File: src/rtl/core/tcw_pkg.sv
// Text console writer package: screen geometry, command and character codes,
// datapath operation codes and the controller/datapath interface structs.
// No dependencies.
`timescale 1ns / 1ps
`default_nettype none

package tcw_pkg;

	// Screen geometry
	localparam int COLUMNS   = 80;
	localparam int ROWS      = 25;
	localparam int TAB_STOP  = 4;    // power of two
	localparam int CELLS     = COLUMNS * ROWS;

	localparam int COL_W     = $clog2(COLUMNS);
	localparam int ROW_W     = $clog2(ROWS);
	localparam int ADDR_W    = $clog2(CELLS);
	localparam int TAB_W     = $clog2(TAB_STOP + 1);
	localparam int TAB_MOD_W = $clog2(TAB_STOP);

	// Command codes
	localparam logic [2:0] CMD_PUT    = 3'd0;
	localparam logic [2:0] CMD_WRITE  = 3'd1;
	localparam logic [2:0] CMD_SET    = 3'd2;
	localparam logic [2:0] CMD_MOVE   = 3'd3;
	localparam logic [2:0] CMD_CLEAR  = 3'd4;
	localparam logic [2:0] CMD_SCROLL = 3'd5;
	localparam logic [2:0] CMD_READ   = 3'd6;

	// Control characters
	localparam logic [7:0] CH_NEWLINE = 8'h0A;
	localparam logic [7:0] CH_RETURN  = 8'h0D;
	localparam logic [7:0] CH_TAB     = 8'h09;
	localparam logic [7:0] CH_BACK    = 8'h08;
	localparam logic [7:0] CH_SPACE   = 8'h20;

	localparam logic [7:0]  COLOR_RESET = 8'h07;
	localparam logic [15:0] CELL_RESET  = 16'h0720;

	// Datapath operations, one per cycle
	typedef logic [4:0] op_t;
	localparam op_t OP_NONE    = 5'd0;
	localparam op_t OP_LOAD    = 5'd1;   // latch input item
	localparam op_t OP_INIT_WR = 5'd2;   // clearing pass after reset
	localparam op_t OP_FILL_WR = 5'd3;   // blank cell at sweep address
	localparam op_t OP_COPY_RD = 5'd4;   // scroll copy: read source
	localparam op_t OP_PUT     = 5'd5;   // write char at cursor, advance
	localparam op_t OP_BACK    = 5'd6;   // backspace
	localparam op_t OP_CR      = 5'd7;
	localparam op_t OP_NL      = 5'd8;
	localparam op_t OP_WRCELL  = 5'd9;
	localparam op_t OP_SETCUR  = 5'd10;
	localparam op_t OP_MOVE    = 5'd11;
	localparam op_t OP_CLEAR   = 5'd12;  // home cursor, sweep from 0
	localparam op_t OP_SCROLL  = 5'd13;  // start copy by scroll_count rows
	localparam op_t OP_FILL0   = 5'd14;  // sweep whole screen
	localparam op_t OP_READ    = 5'd15;
	localparam op_t OP_TAB     = 5'd16;  // load tab space count
	localparam op_t OP_ONE     = 5'd17;  // load single put
	localparam op_t OP_EMIT    = 5'd18;  // load output register

	typedef struct packed {
		op_t op;
	} tcw_cmd_t;

	typedef struct packed {
		logic [2:0] cmd;
		logic       is_nl;
		logic       is_cr;
		logic       is_tab;
		logic       is_bs;
		logic       col_zero;
		logic       row_last;
		logic       wrap_bottom;  // put would wrap off the last row
		logic       cnt_zero;
		logic       cnt_big;
		logic       put_last;
		logic       put_more;
		logic       copy_last;
		logic       fill_last;
		logic       out_free;
		logic       wr_en;
	} tcw_stat_t;

endpackage

`default_nettype wire

File: src/rtl/core/tcw_ctrl.sv
// Text console writer controller: sequences clearing pass, command decode,
// character puts, scroll copy and blank sweeps.
// Depends on tcw_pkg.
`timescale 1ns / 1ps
`default_nettype none

module tcw_ctrl (
	input  logic               clk,
	input  logic               arst_n,
	input  logic               in_valid,
	output logic               in_stall,
	input  tcw_pkg::tcw_stat_t stat,
	output tcw_pkg::tcw_cmd_t  cmd
);
	import tcw_pkg::*;

	localparam logic [3:0] S_INIT  = 4'd0;
	localparam logic [3:0] S_IDLE  = 4'd1;
	localparam logic [3:0] S_DEC   = 4'd2;
	localparam logic [3:0] S_PUT   = 4'd3;
	localparam logic [3:0] S_COPY  = 4'd4;
	localparam logic [3:0] S_DRAIN = 4'd5;
	localparam logic [3:0] S_FILL  = 4'd6;
	localparam logic [3:0] S_DONE  = 4'd7;

	logic [3:0] state_q, state_d;

	// Next state and operation
	always_comb begin
		state_d = state_q;
		cmd.op  = OP_NONE;
		case (state_q)
			S_INIT: begin
				cmd.op = OP_INIT_WR;
				if (stat.fill_last)
					state_d = S_IDLE;
			end
			S_IDLE: begin
				if (in_valid) begin
					cmd.op  = OP_LOAD;
					state_d = S_DEC;
				end
			end
			S_DEC: begin
				state_d = S_DONE;
				case (stat.cmd)
					CMD_PUT: begin
						if (stat.is_nl) begin
							cmd.op = OP_NL;
							if (stat.row_last)
								state_d = S_COPY;
						end else if (stat.is_cr) begin
							cmd.op = OP_CR;
						end else if (stat.is_tab) begin
							cmd.op  = OP_TAB;
							state_d = S_PUT;
						end else if (stat.is_bs) begin
							cmd.op = stat.col_zero ? OP_NONE : OP_BACK;
						end else begin
							cmd.op  = OP_ONE;
							state_d = S_PUT;
						end
					end
					CMD_WRITE: cmd.op = OP_WRCELL;
					CMD_SET:   cmd.op = OP_SETCUR;
					CMD_MOVE:  cmd.op = OP_MOVE;
					CMD_CLEAR: begin
						cmd.op  = OP_CLEAR;
						state_d = S_FILL;
					end
					CMD_SCROLL: begin
						if (stat.cnt_big) begin
							cmd.op  = OP_FILL0;
							state_d = S_FILL;
						end else if (!stat.cnt_zero) begin
							cmd.op  = OP_SCROLL;
							state_d = S_COPY;
						end
					end
					CMD_READ: cmd.op = OP_READ;
					default:  cmd.op = OP_NONE;
				endcase
			end
			// One cell per cycle; wrapping off the bottom scrolls one row
			S_PUT: begin
				cmd.op = OP_PUT;
				if (stat.wrap_bottom)
					state_d = S_COPY;
				else if (stat.put_last)
					state_d = S_DONE;
			end
			S_COPY: begin
				cmd.op = OP_COPY_RD;
				if (stat.copy_last)
					state_d = S_DRAIN;
			end
			// Last copied cell is written this cycle
			S_DRAIN: state_d = S_FILL;
			S_FILL: begin
				cmd.op = OP_FILL_WR;
				if (stat.fill_last)
					state_d = stat.put_more ? S_PUT : S_DONE;
			end
			S_DONE: begin
				if (stat.out_free) begin
					cmd.op  = OP_EMIT;
					state_d = S_IDLE;
				end
			end
			default: state_d = S_IDLE;
		endcase
	end

	always_ff @(posedge clk or negedge arst_n) begin
		if (!arst_n)
			state_q <= S_INIT;
		else
			state_q <= state_d;
	end

	assign in_stall = state_q != S_IDLE;

endmodule

`default_nettype wire

File: config.mk
export PLATFORM = sky130hd
export DESIGN_NAME = tcw_ctrl
export DESIGN_NICKNAME = d
export VERILOG_FILES = /design/src/rtl/core/tcw_pkg.sv /design/src/rtl/core/tcw_ctrl.sv
export SDC_FILE = /design/constraint.sdc
export NUM_CORES = 1
export LEC_CHECK = 0
export BUFFER_PORTS_ARGS = -buffer_cell sky130_fd_sc_hd__buf_4
export CORE_UTILIZATION = 39
export DETAILED_ROUTE_END_ITERATION = 8
export HOLD_SLACK_MARGIN = 0.15
export PLACE_DENSITY_LB_ADDON = 0.3
export SYNTH_ARGS = -nofsm -noshare
export SYNTH_HDL_FRONTEND = slang
export SYNTH_SLANG_ARGS = --single-unit
File: constraint.sdc
create_clock -name clk -period 1.3 [get_ports clk]
set_input_delay 0.195 -clock clk [delete_from_list [all_inputs] [get_ports clk]]
set_output_delay 0.195 -clock clk [all_outputs]
set_load 0.05 [all_outputs]
==> flow_summary.yaml, run 1 <==
detailed_routing:
  vias: 978
  viasPerCell: 7.087
  wl_per_cell_um: 22.57
  drt_drc_violations_left: 0
  dr.first_iter.drc_count: 76
  ant_nets: 0
  firstDrtPassIters: 5
  routed_wl_um: 3115
critical_path:
  startpoint_type: "flip-flop"
  cp.buffers_inverters: 2
  reg2regPathDepth: 7
  critPathCaptureType: "output pin"
  critPathSlowestCell: "dfrtp_1"
  critical-path-top-delay-family: "simple AND/OR/NAND/NOR gates"
  cp_num_cells: 6
  path_cells: "buf_6, nor2_4, nand3_1, nor2_2, o21a_2, buf_6"
  cp.required_ps: 1110
  crit_path_max_incr_delay_ps: 410
  critPathMostFrequentCell: "buf_6"
  worstPathArrival_ps: 1510
  path_max_fanout: 5
  worstSetupPathType: "reg -> out"
die:
  die_width_um: 38.93
  fp-row-count: 12
  die_h_um: 38.93
  ios: 27
  start_util: 0.4483
  dieArea_um2: 1515
  core-area_um2: 1186
finish:
  drive_gt1_frac: 0.5806
  largest-register: "state_q"
  final_nets: 146
  nFillCells: 33
  largest_reg_flops: 3
  stdcell_count: 138
  syn_to_final_growth_pct: 111.3
  multi_input_area_um2: 551.8
  antenna_cells: 0
  reg_top3: "state_q: 3 flops"
  regArea_um2: 75.07
global_route:
  grt_pass1_vias: 766
  grt_pass1_wl_um: 3636
  antenna_found_initial: 0
  grt_max_degree: 11
  grt_overflow: 0
  grtUsageTotal: 0.3714
synth:
  yosys.area.top_type: "dfrtp_1"
  synth.top_cell.area_share: 0.1412
  ys_ff_latch: 3
  ys_async_sr_fraction: 1.000
  syn-instance-count: 76
  synth_area_um2: 531.8
  synth_commonest_cells: "nor2_1, nand2_1"
  ys_types: 31
  ys_seq_area_frac: 0.1412
  synth_flop_cell: "dfrtp_1"
  synth_nets: 97
  yosysMostFrequentCell: "nor2_1"
  syn_area_per_cell_um2: 6.997
  synth_edf_count: 0
  netlist_top_cells_area: "dfrtp_1, mux2i_1, nor2_1, o221ai_1, nand2b_1"
  yosys_warnings: 0
pwr:
  sw_frac_of_total: 0.5272
  peakVddDrop_uv: 1654
  combPwrFrac: 0.850
  power.density_nw_per_um2: 2191
  switchingPower_uw: 1298
  seqPwrFrac: 0.075
  p_int_uw: 1164
  p_leak_uw: 0.0005078
  p_clk_frac: 0.075
status:
  violations: "negative setup slack"
  status: "finished, violations left"
timing:
  fmax_mhz: 586.6
  rsz0062_at_grt: "yes"
  hold_slack_ps: 318.1
  setup_viol: 9
  min_period_ps: 1705
  skew_ps: 4.754
  hold_viol: 0
  relSlewSlack: 0.6908
  layout_setup_ws_ps: -404.6
  slew_violations: 0
  worst_slew_pin_slew_ps: 456.5
  period_share: 1.311
cts:
  cts_sinks: 3
  clock_path_buffers: 2
  cts_tree: "built"
  clock_latency_ps: 250
  ctsHtreeMaxLevel: 1
  path_clk_slew_ps: 40
  clockRootBuffer: "clkbuf_4"
  cts_buffers: 3
placement:
  post-place-cells: 125
  gp_routability_congestion: 0.8958
  io_buffer_count: 25
  dp_hpwl_um: 1422
flow_run:
  drv_cap: 0
hold_path:
  hold_class: "in -> async"
==> logic make-up (layout without fill, tap and decap cells) <==
logic type	Yosys count	in the layout	share of synthesized area
buf+inv	10	58	0.08705
compound gates	25	25	0.3341
mux	4	4	0.07530
flops	3	3	0.1412
simple gates	34	34	0.3624
==> path summary, 6_finish.rpt <==
kind,slack (ps),end,from
min reg2reg,790,state_q[1],state_q[0]
max,-400,cmd[4],state_q[2]
max in group asynchronous,880,state_q[2],arst_n
min in group clk,320,state_q[0],in_valid
max reg2reg,-300,state_q[1],state_q[2]
min,320,state_q[1],arst_n
==> stage by stage <==
| stage | setup TNS [ps] | utilization | power, uW | setup WS, ps | cell area [um2] |
|---|---|---|---|---|---|
| 2_1_floorplan | -587.6 | - | 1283 | -159.7 | 655.6 |
| 3_3_place_gp | -951.4 | 0.7911 | 1677 | -185.8 | 938.4 |
| 3_5_place_dp | -1078 | 0.7911 | 1713 | -181.9 | 938.4 |
| 4_1_cts | -1914 | 0.8977 | 2169 | -339.4 | 1065 |
| 5_1_grt | -3196 | 0.9473 | 2531 | -458.5 | 1124 |
| 6_report | -2785 | 0.9473 | 2462 | -404.6 | 1124 |
==> metal layers <==
metal  share of wire  global-route usage
met5               0                   0
met4           0.064             0.09483
met3            0.13             0.08092
met2            0.46              0.6542
met1            0.35              0.4467
==> placed cells by master (no fill, tap or decap), drive strengths merged, types with 2 or more instances in the layout <==
cell | Yosys | routed
a21oi | 4 | 4
a22oi | 2 | 2
and3 | 2 | 2
and3b | 2 | 2
buf | 5 | 49
clkbuf | 1 | 4
dfrtp | 3 | 3
inv | 4 | 4
mux2i | 4 | 4
nand2 | 6 | 6
nand2b | 4 | 4
nand3 | 3 | 3
nor2 | 7 | 7
nor2b | 2 | 2
nor3b | 3 | 3
o211ai | 3 | 3
o21a | 2 | 2
o21ai | 3 | 3
o221ai | 3 | 3
o22ai | 2 | 2
o311ai | 2 | 2
==> power by group through the flow <==
stage               sequential [uW]  combinational [uW]  clock (uW)
floorplan                       165                1120           0
global placement                161                1520           0
detailed placement              164                1550           0
CTS                             169                1820         179
global route                    187                2150         191
finish                          186                2090         184
==> cell type report <==
| type | instances | share of cell area |
|---|---|---|
| inverter | 4 | 0.01559 |
| multi-input combinational | 63 | 0.4911 |
| timing repair buffer | 50 | 0.3875 |
| clock buffer | 4 | 0.02339 |
| sequential | 3 | 0.06682 |
| tap | 14 | 0.01559 |
==> worst reg2reg max path, cell delays in order, from the launching register on <==
cell and delay, ps:
dfrtp_1 410, buf_6 160, buf_4 140, buf_4 140, or3_1 310, o211ai_1 90
o311ai_1 150, o211ai_1 120
==> timing repair <==
action                     CTS  global route
setup buffers                4             4
hold endpoints to repair     3             0
hold buffers                 1             0
setup endpoints to repair    8             9
resized for setup           15             8
pin swaps                   12             6
Note: power is estimated with default switching activity, not from simulation.
==> inputs of run 2 (changes only) <==
--- a/config.mk
+++ b/config.mk
@@ -9,7 +9,7 @@
 export CORE_UTILIZATION = 39
 export DETAILED_ROUTE_END_ITERATION = 8
 export HOLD_SLACK_MARGIN = 0.15
-export PLACE_DENSITY_LB_ADDON = 0.3
+export PLACE_DENSITY = 0.74
 export SYNTH_ARGS = -nofsm -noshare
 export SYNTH_HDL_FRONTEND = slang
 export SYNTH_SLANG_ARGS = --single-unit
==> run 2 against run 1 <==
The run still ends with negative setup slack left. Critical path depth down 2. Combinational power shrank 5%. Die area unchanged. Utilization down 1.5 points. Sequential power is 4% lower. Clock-buffer cell count unchanged. Clock skew is 3.8 ps lower. Total power decreased by 5.5%. Register-to-register slack got worse by 180 ps. First-iteration DRC count shrank 49%. Critical path type is now reg -> reg. Critical endpoint is now state_q[1]. Largest cell class unchanged. Highest routed layer unchanged.
==> flow_summary.yaml, run 2 (synthesis results as in run 1) <==
status:
  status: "finished, violations left"
  violations: "negative setup slack"
critical_path:
  crit_start: "state_q[0]"
  worstPathArrival_ps: 1850
  path_max_fanout: 4
  r2r-end: "state_q[1]"
  startpoint_type: "flip-flop"
  critPathSlowestCell: "o311ai_0"
  critical-path-top-delay-family: "compound AO/OA/AOI/OAI gates"
  crit_path_max_incr_delay_ps: 540
  cp.required_ps: 1370
  cp.buffers_inverters: 1
  rr_startpoint: "state_q[0]"
  path_cells: "or2_1, buf_4, o311ai_0, o211ai_1"
  critPathCaptureType: "flip-flop"
  r2r_slack_ps: -480
  cp_num_cells: 4
  worstSetupPathType: "reg -> reg"
  reg2regPathDepth: 4
  critPathCapture: "state_q[1]"
global_route:
  grt_overflow: 0
  antenna_found_initial: 0
  grt_pass1_vias: 797
  grt_pass1_wl_um: 3663
  grtUsageTotal: 0.3679
  grt_max_degree: 11
finish:
  reg_top3: "state_q: 3 flops"
  antenna_cells: 0
  final_nets: 146
  final_cell_area_um2: 1106
  syn_to_final_growth_pct: 108.0
  layout_commonest_cell: "buf_4"
  drive_gt1_frac: 0.5726
  final_cell_mix: "buf_4, buf_6, nand2_1, nor2_1"
  largest-register: "state_q"
  largest_reg_flops: 3
detailed_routing:
  ant_nets: 0
  dr.max_layer_used: "met4"
  wl_per_cell_um: 18.87
  wl_met3_um: 217
  drt_drc_violations_left: 0
  dr.first_iter.drc_count: 39
  met1Wirelength_um: 966
  wl_met2_um: 1268
  firstDrtPassIters: 4
  viasPerCell: 6.283
  routed_wl_um: 2604
  vias: 867
timing:
  skew_ps: 0.9676
  rsz0062_at_grt: "yes"
  worst_slew_pin_slew_ps: 582.8
  hold_viol: 0
  period_share: 1.372
  relSlewSlack: 0.6065
  fmax_mhz: 560.6
  slew_violations: 0
  min_period_ps: 1784
  layout_setup_ws_ps: -483.9
  setup_viol: 9
hold_path:
  hold_class: "in -> async"
placement:
  dp_hpwl_um: 1412
  place_area_um2: 940.9
  io_buffer_count: 25
  post-place-ws_ps: -214.8
  gp_routability_congestion: 0.9371
cts:
  ctsHtreeMaxLevel: 1
  clockRootBuffer: "clkbuf_4"
  cts_sinks: 3
  clock_latency_ps: 240
  path_clk_slew_ps: 40
  cts_buffers: 3
  clock_path_buffers: 2
  cts_tree: "built"
die:
  die_width_um: 38.93
  core-area_um2: 1186
  fp-row-count: 12
  start_util: 0.4483
  ios: 27
  dieArea_um2: 1515
  die_h_um: 38.93
pwr:
  p_leak_uw: 0.0005082
  power.density_nw_per_um2: 2104
  peakVddDrop_uv: 2030
flow_run:
  drv_cap: 0
-- run 2: final cells by class --
cell class,count,area (um2)
Multi-Input combinational cell,63,549.3
Timing Repair Buffer,50,422.9
Fill cell,41,80.08
Sequential cell,3,75.07
Clock buffer,4,26.28
Tap cell,14,17.52
Inverter,4,15.01
-- run 2: worst min path at each step --
stage	from	end	cells past startpoint
final	arst_n	state_q[2]	2
after global routing	arst_n	state_q[1]	2
after CTS	arst_n	state_q[2]	2
after detailed placement	arst_n	state_q[2]	1
after global placement	arst_n	state_q[2]	1
after floorplan	arst_n	state_q[0]	0
-- run 2: metal layers --
layer,vias to the layer above,GRT usage
met4,0,0.1983
met5,-,0
met2,64,0.6208
met3,23,0.06936
met1,398,0.4296
li1,382,-
-- run 2: timing repair --
action                                  in CTS  in global routing
pin swaps                                    5                  6
hold buffers                                 1                  0
endpoints found under the setup margin       8                  9
hold endpoints to repair                     3                  0
resized for setup                           14                  5
setup buffers                                4                  2
-- run 2: metrics by stage --
stage	utilization	power (uW)	instances	setup TNS [ps]	hold WS (ps)
after floorplan	-	1283	76	-587.6	-100.6
after global placement	0.7932	1744	127	-1156	-17.51
after detailed placement	0.7932	1762	127	-1140	-15.95
after CTS	0.8977	2110	136	-2190	286.6
after global routing	0.9325	2429	138	-2957	302.3
final	0.9325	2327	138	-2744	286.1
-- run 2: power by group --
part           total [uW]  switching [uW]  internal, uW
clock                 171            55.7           116
sequential            179            37.0           142
combinational        1980            1100           881
total                2330            1190          1140
